### src/design/prrs_pkg.sv
// Shared types, constants and codes of the priority round-robin scheduler.
`default_nettype none
package prrs_pkg;

	localparam int NUM_PRIO    = 8;
	localparam int MAX_THREADS = 64;
	localparam int TID_W       = 6;
	localparam int PRIO_W      = 3;
	localparam int CNT_W       = $clog2(MAX_THREADS + 1);

	typedef enum logic [1:0] {
		CMD_ADD  = 2'd0,
		CMD_WAIT = 2'd1,
		CMD_WAKE = 2'd2,
		CMD_SEL  = 2'd3
	} cmd_t;

	localparam logic [1:0] STAT_NEW  = 2'd0;
	localparam logic [1:0] STAT_RUN  = 2'd1;
	localparam logic [1:0] STAT_WAIT = 2'd2;

	// one thread entry of the thread memory
	typedef struct packed {
		logic [PRIO_W-1:0] prio;
		logic [1:0]        status;
		logic              linked;
		logic [TID_W-1:0]  nxt;
		logic [TID_W-1:0]  prv;
	} ent_t;

	localparam int ENT_W = $bits(ent_t);

	typedef struct packed {
		logic             re;
		logic             we;
		logic [TID_W-1:0] addr;
		ent_t             wdata;
	} tm_req_t;

	typedef enum logic [1:0] {
		K_PREV,
		K_NEXT,
		K_LINK,
		K_LINK_ONLY
	} mod_t;

	typedef struct packed {
		logic             vld;
		logic [TID_W-1:0] addr;
		mod_t             kind;
		logic [TID_W-1:0] val;
	} sec_op_t;

	typedef struct packed {
		logic              en;
		logic [PRIO_W-1:0] idx;
		logic              head_we;
		logic [TID_W-1:0]  head_val;
		logic              tail_we;
		logic [TID_W-1:0]  tail_val;
		logic              cnt_inc;
		logic              cnt_dec;
		logic              cur_set;
		logic              cur_clr;
		logic [TID_W-1:0]  cur_val;
	} prio_upd_t;

	typedef struct packed {
		logic [TID_W-1:0] head;
		logic [TID_W-1:0] tail;
		logic [CNT_W-1:0] cnt;
		logic             cur_vld;
		logic [TID_W-1:0] cur_id;
		logic             len_pos;
		logic             len_multi;
	} prio_view_t;

	typedef struct packed {
		logic              found;
		logic [PRIO_W-1:0] pidx;
	} scan_t;

	typedef enum logic [2:0] {
		S_IDLE,
		S_RD,
		S_CHK,
		S_SRD,
		S_SWR,
		S_DONE
	} state_t;

endpackage
`default_nettype wire

### src/design/prrs_ram.sv
// Generic single-write, single-read synchronous RAM with registered read data.
`default_nettype none
module prrs_ram #(
	parameter int DEPTH = 64,
	parameter int WIDTH = 8
) (
	input  wire logic                     clk,
	input  wire logic                     we,
	input  wire logic [$clog2(DEPTH)-1:0] waddr,
	input  wire logic [WIDTH-1:0]         wdata,
	input  wire logic                     re,
	input  wire logic [$clog2(DEPTH)-1:0] raddr,
	output logic      [WIDTH-1:0]         rdata
);

	logic [WIDTH-1:0] mem [DEPTH];

	always_ff @(posedge clk) begin
		if (we) begin
			mem[waddr] <= wdata;
		end
	end

	always_ff @(posedge clk) begin
		if (re) begin
			rdata <= mem[raddr];
		end
	end

endmodule
`default_nettype wire

### src/design/prrs_tmem.sv
// Thread memory: entry RAM plus per-entry valid bits that read unwritten entries as new.
`default_nettype none
module prrs_tmem
	import prrs_pkg::*;
(
	input  wire logic    clk,
	input  wire logic    arst_n,
	input  wire tm_req_t req,
	output ent_t         rdata
);

	logic [ENT_W-1:0]  ram_q;
	logic              vld_q [MAX_THREADS];
	logic              rvld_q;
	ent_t              raw;

	prrs_ram #(
		.DEPTH (MAX_THREADS),
		.WIDTH (ENT_W)
	) u_ram (
		.clk   (clk),
		.we    (req.we),
		.waddr (req.addr),
		.wdata (req.wdata),
		.re    (req.re),
		.raddr (req.addr),
		.rdata (ram_q)
	);

	always_ff @(posedge clk or negedge arst_n) begin
		if (!arst_n) begin
			for (int i = 0; i < MAX_THREADS; i++) begin
				vld_q[i] <= 1'b0;
			end
			rvld_q <= 1'b0;
		end else begin
			if (req.we) begin
				vld_q[req.addr] <= 1'b1;
			end
			if (req.re) begin
				rvld_q <= vld_q[req.addr];
			end
		end
	end

	// unwritten entry: status new, not linked
	always_comb begin
		raw   = ent_t'(ram_q);
		rdata = raw;
		if (!rvld_q) begin
			rdata.status = STAT_NEW;
			rdata.linked = 1'b0;
		end
	end

	a_no_rw_same_cycle: assert property (@(posedge clk) disable iff (!arst_n)
		!(req.re && req.we))
		else $error("thread memory read and written in one cycle");

endmodule
`default_nettype wire

### src/design/prrs_prio.sv
// Per-priority list heads, tails, counts and current marks, with the priority scan.
`default_nettype none
module prrs_prio
	import prrs_pkg::*;
(
	input  wire logic              clk,
	input  wire logic              arst_n,
	input  wire prio_upd_t         upd,
	input  wire logic [PRIO_W-1:0] q_idx,
	input  wire logic [TID_W-1:0]  q_tid,
	output prio_view_t             view,
	output scan_t                  scan,
	output logic                   tid_is_cur
);

	logic [TID_W-1:0] head_q   [NUM_PRIO];
	logic [TID_W-1:0] tail_q   [NUM_PRIO];
	logic [CNT_W-1:0] cnt_q    [NUM_PRIO];
	logic             cur_vld_q[NUM_PRIO];
	logic [TID_W-1:0] cur_id_q [NUM_PRIO];
	logic [CNT_W-1:0] curbit;

	always_comb begin
		view.head      = head_q[q_idx];
		view.tail      = tail_q[q_idx];
		view.cnt       = cnt_q[q_idx];
		view.cur_vld   = cur_vld_q[q_idx];
		view.cur_id    = cur_id_q[q_idx];
		curbit         = CNT_W'(cur_vld_q[q_idx]);
		view.len_pos   = cnt_q[q_idx] > curbit;
		view.len_multi = cnt_q[q_idx] > (curbit + CNT_W'(1));
	end

	// lowest priority number holding a thread wins
	always_comb begin
		scan.found = 1'b0;
		scan.pidx  = '0;
		for (int p = NUM_PRIO - 1; p >= 0; p--) begin
			if (cur_vld_q[p] || (cnt_q[p] != '0)) begin
				scan.found = 1'b1;
				scan.pidx  = PRIO_W'(p);
			end
		end
	end

	always_comb begin
		tid_is_cur = 1'b0;
		for (int p = 0; p < NUM_PRIO; p++) begin
			if (cur_vld_q[p] && (cur_id_q[p] == q_tid)) begin
				tid_is_cur = 1'b1;
			end
		end
	end

	always_ff @(posedge clk) begin
		if (upd.en) begin
			if (upd.head_we) begin
				head_q[upd.idx] <= upd.head_val;
			end
			if (upd.tail_we) begin
				tail_q[upd.idx] <= upd.tail_val;
			end
			if (upd.cur_set) begin
				cur_id_q[upd.idx] <= upd.cur_val;
			end
		end
	end

	always_ff @(posedge clk or negedge arst_n) begin
		if (!arst_n) begin
			for (int p = 0; p < NUM_PRIO; p++) begin
				cnt_q[p]     <= '0;
				cur_vld_q[p] <= 1'b0;
			end
		end else if (upd.en) begin
			if (upd.cnt_inc) begin
				cnt_q[upd.idx] <= cnt_q[upd.idx] + CNT_W'(1);
			end else if (upd.cnt_dec) begin
				cnt_q[upd.idx] <= cnt_q[upd.idx] - CNT_W'(1);
			end
			if (upd.cur_set) begin
				cur_vld_q[upd.idx] <= 1'b1;
			end else if (upd.cur_clr) begin
				cur_vld_q[upd.idx] <= 1'b0;
			end
		end
	end

endmodule
`default_nettype wire

### src/design/priority_round_robin_scheduler.sv
// Top level: request sequencer over the thread memory, per-priority file and result register.
// Sequence: an accepted request passes through states S_RD and S_CHK to S_DONE; each of
// the one or two neighbouring list entries that are rewritten adds an S_SRD, S_SWR pass.
// A new request is taken only in S_IDLE, after the previous one has finished its passes
// through the single-port-pair thread memory (registered read data), and S_DONE waits
// while the previous result is still held, untaken, in the result register.
// Reset: arst_n clears counts, current marks, running thread and entry valid bits at once;
// the block is idle and ready to accept requests as soon as reset is released.
`default_nettype none
module priority_round_robin_scheduler
	import prrs_pkg::*;
(
	input  wire logic        clk,
	input  wire logic        arst_n,
	input  wire logic        s_tvalid,
	output logic             s_tready,
	input  wire logic [15:0] s_tdata,  // [5:0] thread_id, [8:6] priority_req, rest zero
	input  wire logic [1:0]  s_tuser,  // [1:0] cmd
	output logic             m_tvalid,
	input  wire logic        m_tready,
	output logic [7:0]       m_tdata,  // [5:0] chosen_thread, rest zero
	output logic [2:0]       m_tuser   // [0] is_idle, [1] first_run, [2] error
);

	state_t            state_q, state_n;
	cmd_t              cmd_q;
	logic [TID_W-1:0]  tid_q;
	logic [PRIO_W-1:0] preq_q;
	logic              run_vld_q;
	logic [TID_W-1:0]  run_id_q;
	sec_op_t           op_q [2];
	sec_op_t           op_n [2];
	logic              sec_idx_q;

	logic [TID_W-1:0]  res_chosen_q, res_chosen_n;
	logic              res_idle_q, res_idle_n;
	logic              res_first_q, res_first_n;
	logic              res_err_q, res_err_n;
	logic              run_set, run_clr;
	logic [TID_W-1:0]  run_val;

	logic              m_tvalid_q;
	logic [TID_W-1:0]  m_chosen_q;
	logic              m_idle_q, m_first_q, m_err_q;
	logic              out_free;

	tm_req_t           tm_req;
	ent_t              rd;
	ent_t              wr;
	prio_upd_t         pupd;
	prio_view_t        view;
	scan_t             scan;
	logic              tid_is_cur;
	logic [PRIO_W-1:0] q_idx;
	sec_op_t           cur_op;

	// Patch one field group of a neighbouring entry, keeping the rest as read.
	function automatic ent_t apply_mod(input ent_t e, input mod_t k, input logic [TID_W-1:0] v);
		ent_t r;
		r = e;
		unique case (k)
			K_PREV:      r.prv = v;
			K_NEXT:      r.nxt = v;
			K_LINK: begin
				r.linked = 1'b1;
				r.prv    = v;
			end
			K_LINK_ONLY: r.linked = 1'b1;
		endcase
		return r;
	endfunction

	prrs_tmem u_tmem (
		.clk    (clk),
		.arst_n (arst_n),
		.req    (tm_req),
		.rdata  (rd)
	);

	prrs_prio u_prio (
		.clk        (clk),
		.arst_n     (arst_n),
		.upd        (pupd),
		.q_idx      (q_idx),
		.q_tid      (tid_q),
		.view       (view),
		.scan       (scan),
		.tid_is_cur (tid_is_cur)
	);

	assign s_tready = (state_q == S_IDLE);
	assign out_free = !m_tvalid_q || m_tready;
	assign cur_op   = op_q[sec_idx_q];

	// Priority of interest: the request's for add, the scan winner for select,
	// and the thread's stored priority for wait and wake.
	always_comb begin
		unique case (cmd_q)
			CMD_ADD:  q_idx = preq_q;
			CMD_SEL:  q_idx = scan.pidx;
			CMD_WAIT: q_idx = rd.prio;
			CMD_WAKE: q_idx = rd.prio;
		endcase
	end

	// next state
	always_comb begin
		state_n = state_q;
		unique case (state_q)
			S_IDLE: if (s_tvalid) state_n = S_RD;
			S_RD:   state_n = S_CHK;
			S_CHK:  state_n = op_n[0].vld ? S_SRD : S_DONE;
			S_SRD:  state_n = S_SWR;
			S_SWR:  state_n = (!sec_idx_q && op_q[1].vld) ? S_SRD : S_DONE;
			S_DONE: if (out_free) state_n = S_IDLE;
			default: state_n = S_IDLE;
		endcase
	end

	// memory requests, list updates and result per state
	always_comb begin
		tm_req       = '0;
		pupd         = '0;
		pupd.idx     = q_idx;
		op_n[0]      = '0;
		op_n[1]      = '0;
		res_chosen_n = '0;
		res_idle_n   = 1'b0;
		res_first_n  = 1'b0;
		res_err_n    = 1'b0;
		run_set      = 1'b0;
		run_clr      = 1'b0;
		run_val      = '0;
		wr           = rd;

		unique case (state_q)
			S_RD: begin
				// fetch the primary thread entry of the request
				tm_req.re = 1'b1;
				unique case (cmd_q)
					CMD_ADD:  tm_req.addr = tid_q;
					CMD_WAKE: tm_req.addr = tid_q;
					CMD_WAIT: tm_req.addr = run_id_q;
					CMD_SEL:  tm_req.addr = view.len_pos ? view.head : view.cur_id;
				endcase
			end
			S_CHK: begin
				tm_req.addr = tid_q;
				unique case (cmd_q)
					CMD_ADD: begin
						res_chosen_n = tid_q;
						if ((int'(tid_q) >= MAX_THREADS) || (int'(preq_q) >= NUM_PRIO) ||
							rd.linked || tid_is_cur) begin
							res_err_n = 1'b1;
						end else begin
							// link at head; old head points back to the new one
							wr.prio      = preq_q;
							wr.linked    = 1'b1;
							wr.nxt       = view.head;
							tm_req.we    = 1'b1;
							tm_req.wdata = wr;
							pupd.en       = 1'b1;
							pupd.cnt_inc  = 1'b1;
							pupd.head_we  = 1'b1;
							pupd.head_val = tid_q;
							if (!view.len_pos) begin
								pupd.tail_we  = 1'b1;
								pupd.tail_val = tid_q;
							end else begin
								op_n[0] = '{vld: 1'b1, addr: view.head, kind: K_PREV, val: tid_q};
							end
						end
					end
					CMD_WAIT: begin
						tm_req.addr = run_id_q;
						if (!run_vld_q || (int'(rd.prio) >= NUM_PRIO) || (view.cnt == '0)) begin
							res_err_n = 1'b1;
						end else begin
							res_chosen_n = run_id_q;
							wr.status    = STAT_WAIT;
							wr.linked    = 1'b0;
							tm_req.we    = 1'b1;
							tm_req.wdata = wr;
							pupd.en      = 1'b1;
							pupd.cnt_dec = 1'b1;
							run_clr      = 1'b1;
							if (view.cur_vld && (view.cur_id == run_id_q)) begin
								pupd.cur_clr = 1'b1;
							end
							if (rd.linked) begin
								// unlink: move an end pointer, or splice the neighbours
								priority if ((view.head == run_id_q) && (view.tail != run_id_q)) begin
									pupd.head_we  = 1'b1;
									pupd.head_val = rd.nxt;
								end else if ((view.tail == run_id_q) && (view.head != run_id_q)) begin
									pupd.tail_we  = 1'b1;
									pupd.tail_val = rd.prv;
								end else if ((view.head != run_id_q) && (view.tail != run_id_q)) begin
									op_n[0] = '{vld: 1'b1, addr: rd.prv, kind: K_NEXT, val: rd.nxt};
									op_n[1] = '{vld: 1'b1, addr: rd.nxt, kind: K_PREV, val: rd.prv};
								end
							end
						end
					end
					CMD_WAKE: begin
						res_chosen_n = tid_q;
						if ((int'(tid_q) >= MAX_THREADS) || (rd.status != STAT_WAIT) ||
							rd.linked || tid_is_cur || (int'(rd.prio) >= NUM_PRIO)) begin
							res_err_n = 1'b1;
						end else begin
							// link at tail
							wr.status    = STAT_RUN;
							wr.linked    = 1'b1;
							wr.prv       = view.tail;
							tm_req.we    = 1'b1;
							tm_req.wdata = wr;
							pupd.en       = 1'b1;
							pupd.cnt_inc  = 1'b1;
							pupd.tail_we  = 1'b1;
							pupd.tail_val = tid_q;
							if (!view.len_pos) begin
								pupd.head_we  = 1'b1;
								pupd.head_val = tid_q;
							end else begin
								op_n[0] = '{vld: 1'b1, addr: view.tail, kind: K_NEXT, val: tid_q};
							end
						end
					end
					CMD_SEL: begin
						if (!scan.found) begin
							res_idle_n = 1'b1;
							run_clr    = 1'b1;
						end else begin
							tm_req.addr = view.len_pos ? view.head : view.cur_id;
							res_chosen_n = tm_req.addr;
							run_set      = 1'b1;
							run_val      = tm_req.addr;
							if (rd.status == STAT_NEW) begin
								res_first_n = 1'b1;
								wr.status   = STAT_RUN;
							end
							tm_req.we = 1'b1;
							if (view.len_pos) begin
								// pop the head, make it current, re-queue the old current
								wr.linked     = 1'b0;
								pupd.en       = 1'b1;
								pupd.cur_set  = 1'b1;
								pupd.cur_val  = view.head;
								if (view.len_multi) begin
									pupd.head_we  = 1'b1;
									pupd.head_val = rd.nxt;
								end
								if (view.cur_vld) begin
									if (!view.len_multi) begin
										pupd.head_we  = 1'b1;
										pupd.head_val = view.cur_id;
										pupd.tail_we  = 1'b1;
										pupd.tail_val = view.cur_id;
										op_n[0] = '{vld: 1'b1, addr: view.cur_id,
											kind: K_LINK_ONLY, val: '0};
									end else begin
										pupd.tail_we  = 1'b1;
										pupd.tail_val = view.cur_id;
										op_n[0] = '{vld: 1'b1, addr: view.tail,
											kind: K_NEXT, val: view.cur_id};
										op_n[1] = '{vld: 1'b1, addr: view.cur_id,
											kind: K_LINK, val: view.tail};
									end
								end
							end
							tm_req.wdata = wr;
						end
					end
				endcase
			end
			S_SRD: begin
				tm_req.re   = 1'b1;
				tm_req.addr = cur_op.addr;
			end
			S_SWR: begin
				tm_req.we    = 1'b1;
				tm_req.addr  = cur_op.addr;
				tm_req.wdata = apply_mod(rd, cur_op.kind, cur_op.val);
			end
			default: begin
			end
		endcase
	end

	// request capture and sequencer registers
	always_ff @(posedge clk or negedge arst_n) begin
		if (!arst_n) begin
			state_q   <= S_IDLE;
			cmd_q     <= CMD_ADD;
			run_vld_q <= 1'b0;
			sec_idx_q <= 1'b0;
			op_q[0]   <= '0;
			op_q[1]   <= '0;
		end else begin
			state_q <= state_n;
			if (s_tvalid && s_tready) begin
				cmd_q <= cmd_t'(s_tuser[1:0]);
			end
			if (state_q == S_CHK) begin
				op_q[0]   <= op_n[0];
				op_q[1]   <= op_n[1];
				sec_idx_q <= 1'b0;
				if (run_set) begin
					run_vld_q <= 1'b1;
				end else if (run_clr) begin
					run_vld_q <= 1'b0;
				end
			end
			if (state_q == S_SWR) begin
				sec_idx_q <= 1'b1;
			end
		end
	end

	always_ff @(posedge clk) begin
		if (s_tvalid && s_tready) begin
			tid_q  <= s_tdata[5:0];
			preq_q <= s_tdata[8:6];
		end
		if (state_q == S_CHK) begin
			res_chosen_q <= res_chosen_n;
			res_idle_q   <= res_idle_n;
			res_first_q  <= res_first_n;
			res_err_q    <= res_err_n;
			if (run_set) begin
				run_id_q <= run_val;
			end
		end
	end

	// result register: hold until taken
	always_ff @(posedge clk or negedge arst_n) begin
		if (!arst_n) begin
			m_tvalid_q <= 1'b0;
		end else if ((state_q == S_DONE) && out_free) begin
			m_tvalid_q <= 1'b1;
		end else if (m_tready) begin
			m_tvalid_q <= 1'b0;
		end
	end

	always_ff @(posedge clk) begin
		if ((state_q == S_DONE) && out_free) begin
			m_chosen_q <= res_chosen_q;
			m_idle_q   <= res_idle_q;
			m_first_q  <= res_first_q;
			m_err_q    <= res_err_q;
		end
	end

	assign m_tvalid = m_tvalid_q;
	assign m_tdata  = {2'b00, m_chosen_q};
	assign m_tuser  = {m_err_q, m_first_q, m_idle_q};

	a_err_no_write: assert property (@(posedge clk) disable iff (!arst_n)
		(state_q == S_CHK && res_err_n) |-> (!tm_req.we && !pupd.en && !op_n[0].vld))
		else $error("rejected request modified state");

	a_result_from_done: assert property (@(posedge clk) disable iff (!arst_n)
		$rose(m_tvalid_q) |-> $past(state_q == S_DONE))
		else $error("result raised outside the completion step");

	a_idle_chosen_zero: assert property (@(posedge clk) disable iff (!arst_n)
		(m_tvalid_q && m_idle_q) |-> (m_chosen_q == '0 && !m_err_q && !m_first_q))
		else $error("idle result carries a thread");

endmodule
`default_nettype wire
### config.mk
export PLATFORM = sky130hd
export DESIGN_NAME = priority_round_robin_scheduler
export DESIGN_NICKNAME = d
export VERILOG_FILES = /design/src/design/prrs_pkg.sv /design/src/design/prrs_ram.sv /design/src/design/prrs_tmem.sv /design/src/design/prrs_prio.sv /design/src/design/priority_round_robin_scheduler.sv
export SDC_FILE = /design/constraint.sdc
export NUM_CORES = 2
export LEC_CHECK = 0
export ABC_AREA = 1
export ABC_CLOCK_PERIOD_IN_PS = 8600
export BUFFER_PORTS_ARGS = -buffer_cell sky130_fd_sc_hd__buf_2
export CELL_PAD_IN_SITES_DETAIL_PLACEMENT = 1
export CELL_PAD_IN_SITES_GLOBAL_PLACEMENT = 2
export CORE_ASPECT_RATIO = 1.75
export CORE_MARGIN = 8
export CORE_UTILIZATION = 44
export DETAILED_ROUTE_END_ITERATION = 12
export PLACE_DENSITY_LB_ADDON = 0.12
export SLEW_MARGIN = 0
export SYNTH_ARGS = -nofsm -noshare
export SYNTH_HDL_FRONTEND = slang
export SYNTH_SLANG_ARGS = --single-unit
export TNS_END_PERCENT = 20
### constraint.sdc
create_clock -name clk -period 8.6 [get_ports clk]
set_clock_uncertainty 0.2 [all_clocks]
set_input_delay 0.43 -clock clk [delete_from_list [all_inputs] [get_ports clk]]
set_output_delay 0.43 -clock clk [all_outputs]
set_load 0.03 [all_outputs]
Word level (Yosys, flattened, before mapping)
Memory sizes are Yosys's and may differ from the RTL's. A register that Yosys moved wholly into a read port is not among the register bits.
Cells that the tools add are included.
- bitwise gates (word level): 7
- $lt $le $gt $ge: 7
- add/subtract/negate cells: 3
- eq/ne operators: 27
- muxes and demuxes: 144
- reduce and logical (&&, ||, !) cells: 63
- operators with widths (operator ; count):
    30-bit 2-to-1 mux ; 9
    14-bit 2-to-1 mux ; 9
    56-bit bitwise mux ; 2
    56-bit 2-to-1 mux ; 2
    15-bit 2-to-1 mux ; 7
    18-bit one-hot mux with 4 select lines ; 1
    6-bit equality test ; 11
    64-bit bitwise OR ; 1
    7-bit 2-to-1 mux ; 9
    15-bit one-hot mux with 4 select lines ; 1
    14-bit one-hot mux with 4 select lines ; 1
    7-bit nonzero test ; 8
    1-bit 2-to-1 mux ; 54
    18-bit 2-to-1 mux ; 3
    6-bit one-hot mux with 3 select lines ; 3
    6-bit 2-to-1 mux ; 8
    18-bit one-hot mux with 2 select lines ; 1
    4-bit 2-to-1 mux ; 8
    15-bit one-hot mux with 2 select lines ; 1
    25-bit 2-to-1 mux ; 1
    24-bit 2-to-1 mux ; 1
    7-bit binary-select mux with 3-bit select ; 1
    7-bit demux with 3-bit select ; 1
    3-bit one-hot mux with 6 select lines ; 1
    other kinds (44) ; 107
- input bits: 22
- memories: 4
- RAM bits: 1296
- logic and storage cells: 359
- output and inout bits: 13
- register bits: 199
- memory list (name ; words ; width ; read ports ; clocked after memory_dff ; write ports ; RTL line ; text):
    u_tmem.u_ram.mem ; 64 ; 18 ; 1 ; 1 ; 1 ; prrs_ram.sv:16 ; logic [WIDTH-1:0] mem [DEPTH];
    u_prio.cur_id_q ; 8 ; 6 ; 9 ; 0 ; 1 ; prrs_prio.sv:20 ; logic [TID_W-1:0] cur_id_q [NUM_PRIO];
    u_prio.head_q ; 8 ; 6 ; 1 ; 0 ; 1 ; prrs_prio.sv:16 ; logic [TID_W-1:0] head_q [NUM_PRIO];
    u_prio.tail_q ; 8 ; 6 ; 1 ; 0 ; 1 ; prrs_prio.sv:17 ; logic [TID_W-1:0] tail_q [NUM_PRIO];

Logic depth before layout (Yosys ltp)
- depth in word-level cells: 27
- mapped depth: 44
- gate-level depth less buffers: 40

Hierarchy
From an unflattened synthesis, not the netlist that was laid out.
- cells, all modules: 6399
- area, all modules: 66790.3 sq um
- by module, submodules not included (module ; instances ; area an instance (sq um) ; cells each ; sequential area each (sq um)):
    prrs_ram ; 1 ; 47469.3 ; 3960 ; 35133.7
    prrs_prio ; 1 ; 10715.3 ; 1249 ; 5925.7
    priority_round_robin_scheduler ; 1 ; 5560.3 ; 835 ; 1891.8
    prrs_tmem ; 1 ; 3045.4 ; 355 ; 1626.6

Worst setup path before layout
Ideal clock, no wire load.
- path kind: register -> register
- start point: register cmd_q[0]
- end point: memory u_tmem.u_ram.mem[0][6] (netlist bit) (data pin)
- period minus slack after synthesis: 7518 ps
- stages on the path, launching flop included: 26
- library setup time: 702 ps
- arrival time: 6616 ps
- data required time: 7698 ps
- slack: 1082 ps
- buffers on the path: 3
- cells stage by stage: dfrtp_1 > inv_1 > ha_1 > clkbuf_1 > a21oi_1 > nand2_2 > nand2_4 > nor2_1 > inv_2 > buf_2 > buf_1 > o22ai_1 > nor4_1 > inv_1 > ha_1 > inv_1 > nor2_1 > a21oi_1 > inv_2 > nor2_2 > inv_2 > nand2_1 > inv_1 > nand2_1 > a31oi_1 > o21ai_0
- RTL lines (item ; RTL line ; text):
    start, declared ; priority_round_robin_scheduler.sv:26 ; cmd_t cmd_q;
    start signal, assigned ; priority_round_robin_scheduler.sv:302 ; cmd_q <= cmd_t'(s_tuser[1:0]);
    end, declared ; prrs_ram.sv:16 ;

Final worst setup path
- start point: register cmd_q[0]
- end point: register u_tmem.u_ram.rdata[2] (read register of u_tmem.u_ram.mem) (data pin)
- word-level cells in the longest chain between the ends: 12
- elaborated cells on any way between the ends: 22
- classes of those cells: order compare (1); eq/ne (3); mux (12); bitwise (1); reduce/logical (3); memory (2)
- RTL lines (item ; RTL line ; text):
    2-bit equality test or 2-bit by 1-bit equality test with 1-bit output (tied branches) ; priority_round_robin_scheduler.sv:98, priority_round_robin_scheduler.sv:140, priority_round_robin_scheduler.sv:149 ;
    2-bit OR reduction (no line) ; -- ;
    3-bit one-hot mux with 3 select lines ; priority_round_robin_scheduler.sv:98 ; unique case (cmd_q)
    3-bit NOT with 4-bit output (not written as such) ; prrs_prio.sv:29, prrs_prio.sv:30 ;
    7-bit binary-select mux with 3-bit select or 1-bit binary-select mux with 3-bit select (tied branches) ; prrs_prio.sv:30, prrs_prio.sv:29 ;
    7-bit 2-to-1 mux (not written as such) or 1-bit 2-to-1 mux (tied branches) (2 in a row) ; prrs_prio.sv:30, prrs_prio.sv:29 ;
    7-bit by 1-bit > comparator with 1-bit output ; prrs_prio.sv:30 ; view.len_pos = cnt_q[q_idx] > curbit;
    6-bit 2-to-1 mux ; priority_round_robin_scheduler.sv:144, priority_round_robin_scheduler.sv:234 ;
    25-bit 2-to-1 mux ; priority_round_robin_scheduler.sv:230 ; if (!scan.found) begin
    6-bit one-hot mux with 2 select lines ; priority_round_robin_scheduler.sv:149 ; unique case (cmd_q)
    6-bit one-hot mux with 3 select lines * ; priority_round_robin_scheduler.sv:136 ; unique case (state_q)
    end, declared ; prrs_ram.sv:13 ; output logic [WIDTH-1:0] rdata
Every way passes the cells marked *; elsewhere a longest branch is shown, timed or not. The select of a mux whose other input is x is not followed.
A chain may end at the register's enable or synchronous reset.

==> run_results.csv <==
group,metric,value,unit
sta,post-route-min-period,7340,ps
logic_synthesis,synth.most_common_cell,"nand2_1",
pwr,power_density,441,mW/mm²
floorplan,core,0.139,mm²
floorplan,start_util,0.442,
final_layout,fill_cells,14300,
grt,grt_pass1_vias,45000,
final_layout,seq_area,0.0446,mm²
sta,final-setup-viol-count,0,
detailed_routing,viasPerCell,5.64,
sta,slew_viol_final,0,
critical_path,crit_arrival,7730,ps
floorplan,dieArea,0.152,mm²
clocking,ctsHtreeMaxLevel,4,
critical_path,ff2ff_setup_slack,1260,ps
final_layout,syn_to_final_growth,18.8,%
floorplan,io_pins,35,
sta,tightest_slew,1290,ps
clocking,cts_tree,"done",
critical_path,reg2reg_from,"cmd_q[0]$_DFFE_PN0P_",
detailed_routing,wl_met3,8020,µm
place,io_buffers,25,
detailed_routing,drc,0,
logic_synthesis,synth-seq-cells,1512,
critical_path,crit_slowest_cell,"nor2_4",
clocking,insertion_delay,780,ps
floorplan,die_x,298,µm
grt,groute.usage.overall,0.288,
detailed_routing,post_drt_wl_per_cell,29.4,µm
sta,rsz0062_at_grt,"no",
sta,fin_crit_sh,0.854,
critical_path,end_kind,"flip-flop",
place,hpwl,153000,µm
floorplan,row_count,181,
critical_path,critPathLaunch,"cmd_q[0]$_DFFE_PN0P_",
critical_path,cpPeakStageDelay,720,ps
logic_synthesis,syn_area,0.0612,mm²
logic_synthesis,synth.avg_cell_area,11.8,µm²
detailed_routing,ant_nets,0,
sta,fmax,0.136,GHz
critical_path,worstRegToRegCells,30,
clocking,cts_sinks,1512,
critical_path,crit_top_cell,"nand2_1",
final_layout,post-route-util,0.525,
grt,grt_max_degree,65,
place,place_inst,7257,
critical_path,cp-start-kind,"flip-flop",
critical_path,r2r-end,"u_tmem.u_ram.rdata[2]$_DFFE_PP_",
min_path,hold_path.class,"in -> async",
clocking,cts_inserted_buffers,142,
logic_synthesis,yosysTopAreaCellShare,0.661,
clocking,path_clk_slew,70,ps
detailed_routing,wl_met1,79200,µm
detailed_routing,drtIter0Drc,2962,
critical_path,cp.required,8980,ps
logic_synthesis,synth_area_leaders,"edfxtp_1 (66%), nand2_1 (10%), dfrtp_1 (6.7%)",
clocking,root_buffer,"clkbuf_16",
detailed_routing,vias,42500,
final_layout,fin_cells,7531,
detailed_routing,wl_met2,117000,µm
detailed_routing,top_layer,"met5",
logic_synthesis,ys.flop_type,"edfxtp_1",
pwr,p_leak,26.9,nW
final_layout,num-nets-final,5618,
floorplan,dieHeight,509,µm
detailed_routing,dr.pass1.iters,5,
detailed_routing,finalWirelength,221000,µm
final_layout,drive_gt1_frac,0.147,
grt,grt_first_pass_wirelength,316000,µm
sta,fin_tns_setup,0,ps
outcome,status,"complete, no violations",
logic_synthesis,synth_cell_type_count,58,
sta,relSlewSlack,0.135,
logic_synthesis,ys_async_sr_fraction,0.109,
clocking,cts.path.max_buffers,3,
critical_path,critPathKind,"reg -> reg",
grt,antenna_found_initial,6,
logic_synthesis,seq_area_frac_synth,0.728,
pwr,power,32.1,mW
logic_synthesis,synth_top_area_cell,"edfxtp_1",
final_layout,multi_input_area,0.0151,mm²
pwr,ir_drop,348,µV
place,gp_congestion,0.991,
sta,whs,69.2,ps
logic_synthesis,yosys_warnings,0,
logic_synthesis,synth_cells,5176,
sta,hold_violations,0,
grt,grt-ovfl-total,0,
critical_path,worstPathMaxFanout,23,
logic_synthesis,synth_top_cells_by_count,"nand2_1 (1709), edfxtp_1 (1347), nor2_1 (364), nand4_1 (233), inv_1 (211)",
run,max_cap_viol_count,0,
logic_synthesis,synth_edf_count,1347,
[registers in the layout (all words and copies together) (netlist names), 3 cells and up, named ones only]
name and flops:
u_tmem.u_ram.mem 1152, u_tmem.vld_q 64, u_prio.cur_id_q 48, u_tmem.u_ram.rdata 18
res_chosen_q 6, preq_q 3, m_chosen_q 6, u_prio.tail_q 48
u_prio.head_q 48, op_q 28, run_id_q 6, tid_q 6
state_q 3, u_prio.cnt_q 56
[how the worst max path moves through the flow]
| stage | endpoint | slack (ps) |
|---|---|---|
| after floorplan | u_tmem.u_ram.mem[0][6]$_DFFE_PP_ | 1080 |
| after CTS | u_tmem.u_ram.rdata[7]$_DFFE_PP_ | 1240 |
| after global placement | u_tmem.u_ram.rdata[10]$_DFFE_PP_ | 1380 |
| final | u_tmem.u_ram.rdata[2]$_DFFE_PP_ | 1260 |
| after global routing | u_tmem.u_ram.rdata[2]$_DFFE_PP_ | 930 |
| after detailed placement | u_tmem.u_ram.rdata[7]$_DFFE_PP_ | 1260 |
[cell type report]
class / instances / share of cell area
Clock buffer: 195 / 0.0546
Multi-Input combinational cell: 3210 / 0.208
Inverter: 248 / 0.0128
Clock inverter: 63 / 0.00915
Timing Repair Buffer: 472 / 0.0714
Sequential cell: 1512 / 0.613
Antenna cell: 1 / 0.0000344
Tap cell: 1830 / 0.0315
[critical path: cells and delay by family (launching register included)]
family | cells | cell delay [ps]
flip-flops | 1 | 570
buffers and inverters | 7 | 1090
adder cells (fa/ha/maj) | 2 | 750
AND/OR/NAND/NOR | 15 | 3060
AO/OA/AOI/OAI | 6 | 1440
[kinds of logic after synthesis]
group / after synthesis / share of synthesized area
and+or+nand+nor: 2599 / 0.179
DFF: 1512 / 0.728
AOI/OAI and AO/OA: 561 / 0.0522
buffers and inverters: 455 / 0.0328
xor gates and xnor gates: 33 / 0.00472
adders and majority gates: 10 / 0.00204
muxes: 5 / 0.000817
other: 1 / 0.0000612
[layer usage]
layer  global-route usage  vias to the layer above
li1                     -                    18900
met1                0.309                    21900
met2                0.531                     1155
met5                    0                        -
met4                0.193                        2
met3               0.0328                      506
[power breakdown]
| group | internal [mW] | switching [mW] | total [mW] | leakage, nW |
|---|---|---|---|---|
| logic | 4.69 | 11.6 | 16.3 | 10.1 |
| clock network | 3.63 | 2.75 | 6.38 | 2.25 |
| registers | 9.14 | 0.333 | 9.47 | 14.6 |
[per-stage QoR]
step,area (µm²),worst slack [ps]
4_1_cts,72800,1240
5_1_grt,72800,932
3_5_place_dp,68000,1260
2_1_floorplan,61200,1080
3_3_place_gp,68000,1380
6_report,72800,1260
[cell usage in the layout, fill, tap and decap left out, types with 114 or more instances in the layout]
master	count
dfrtp_1	165
inv_1	211
nand2_1	1708
nor2_1	294
nand4_1	233
clkbuf_16	149
edfxtp_1	1347
o21ai_1	114
nand3_1	155
o21ai_0	194
buf_12	132
buf_4	300
[what timing repair did]
action | 4_1_cts | 5_1_grt
endpoints found under the hold margin | 63 | 0
setup buffers | 0 | 0
resized for setup | 0 | 0
hold buffers | 15 | 0
(Power assumes the default switching activity.)
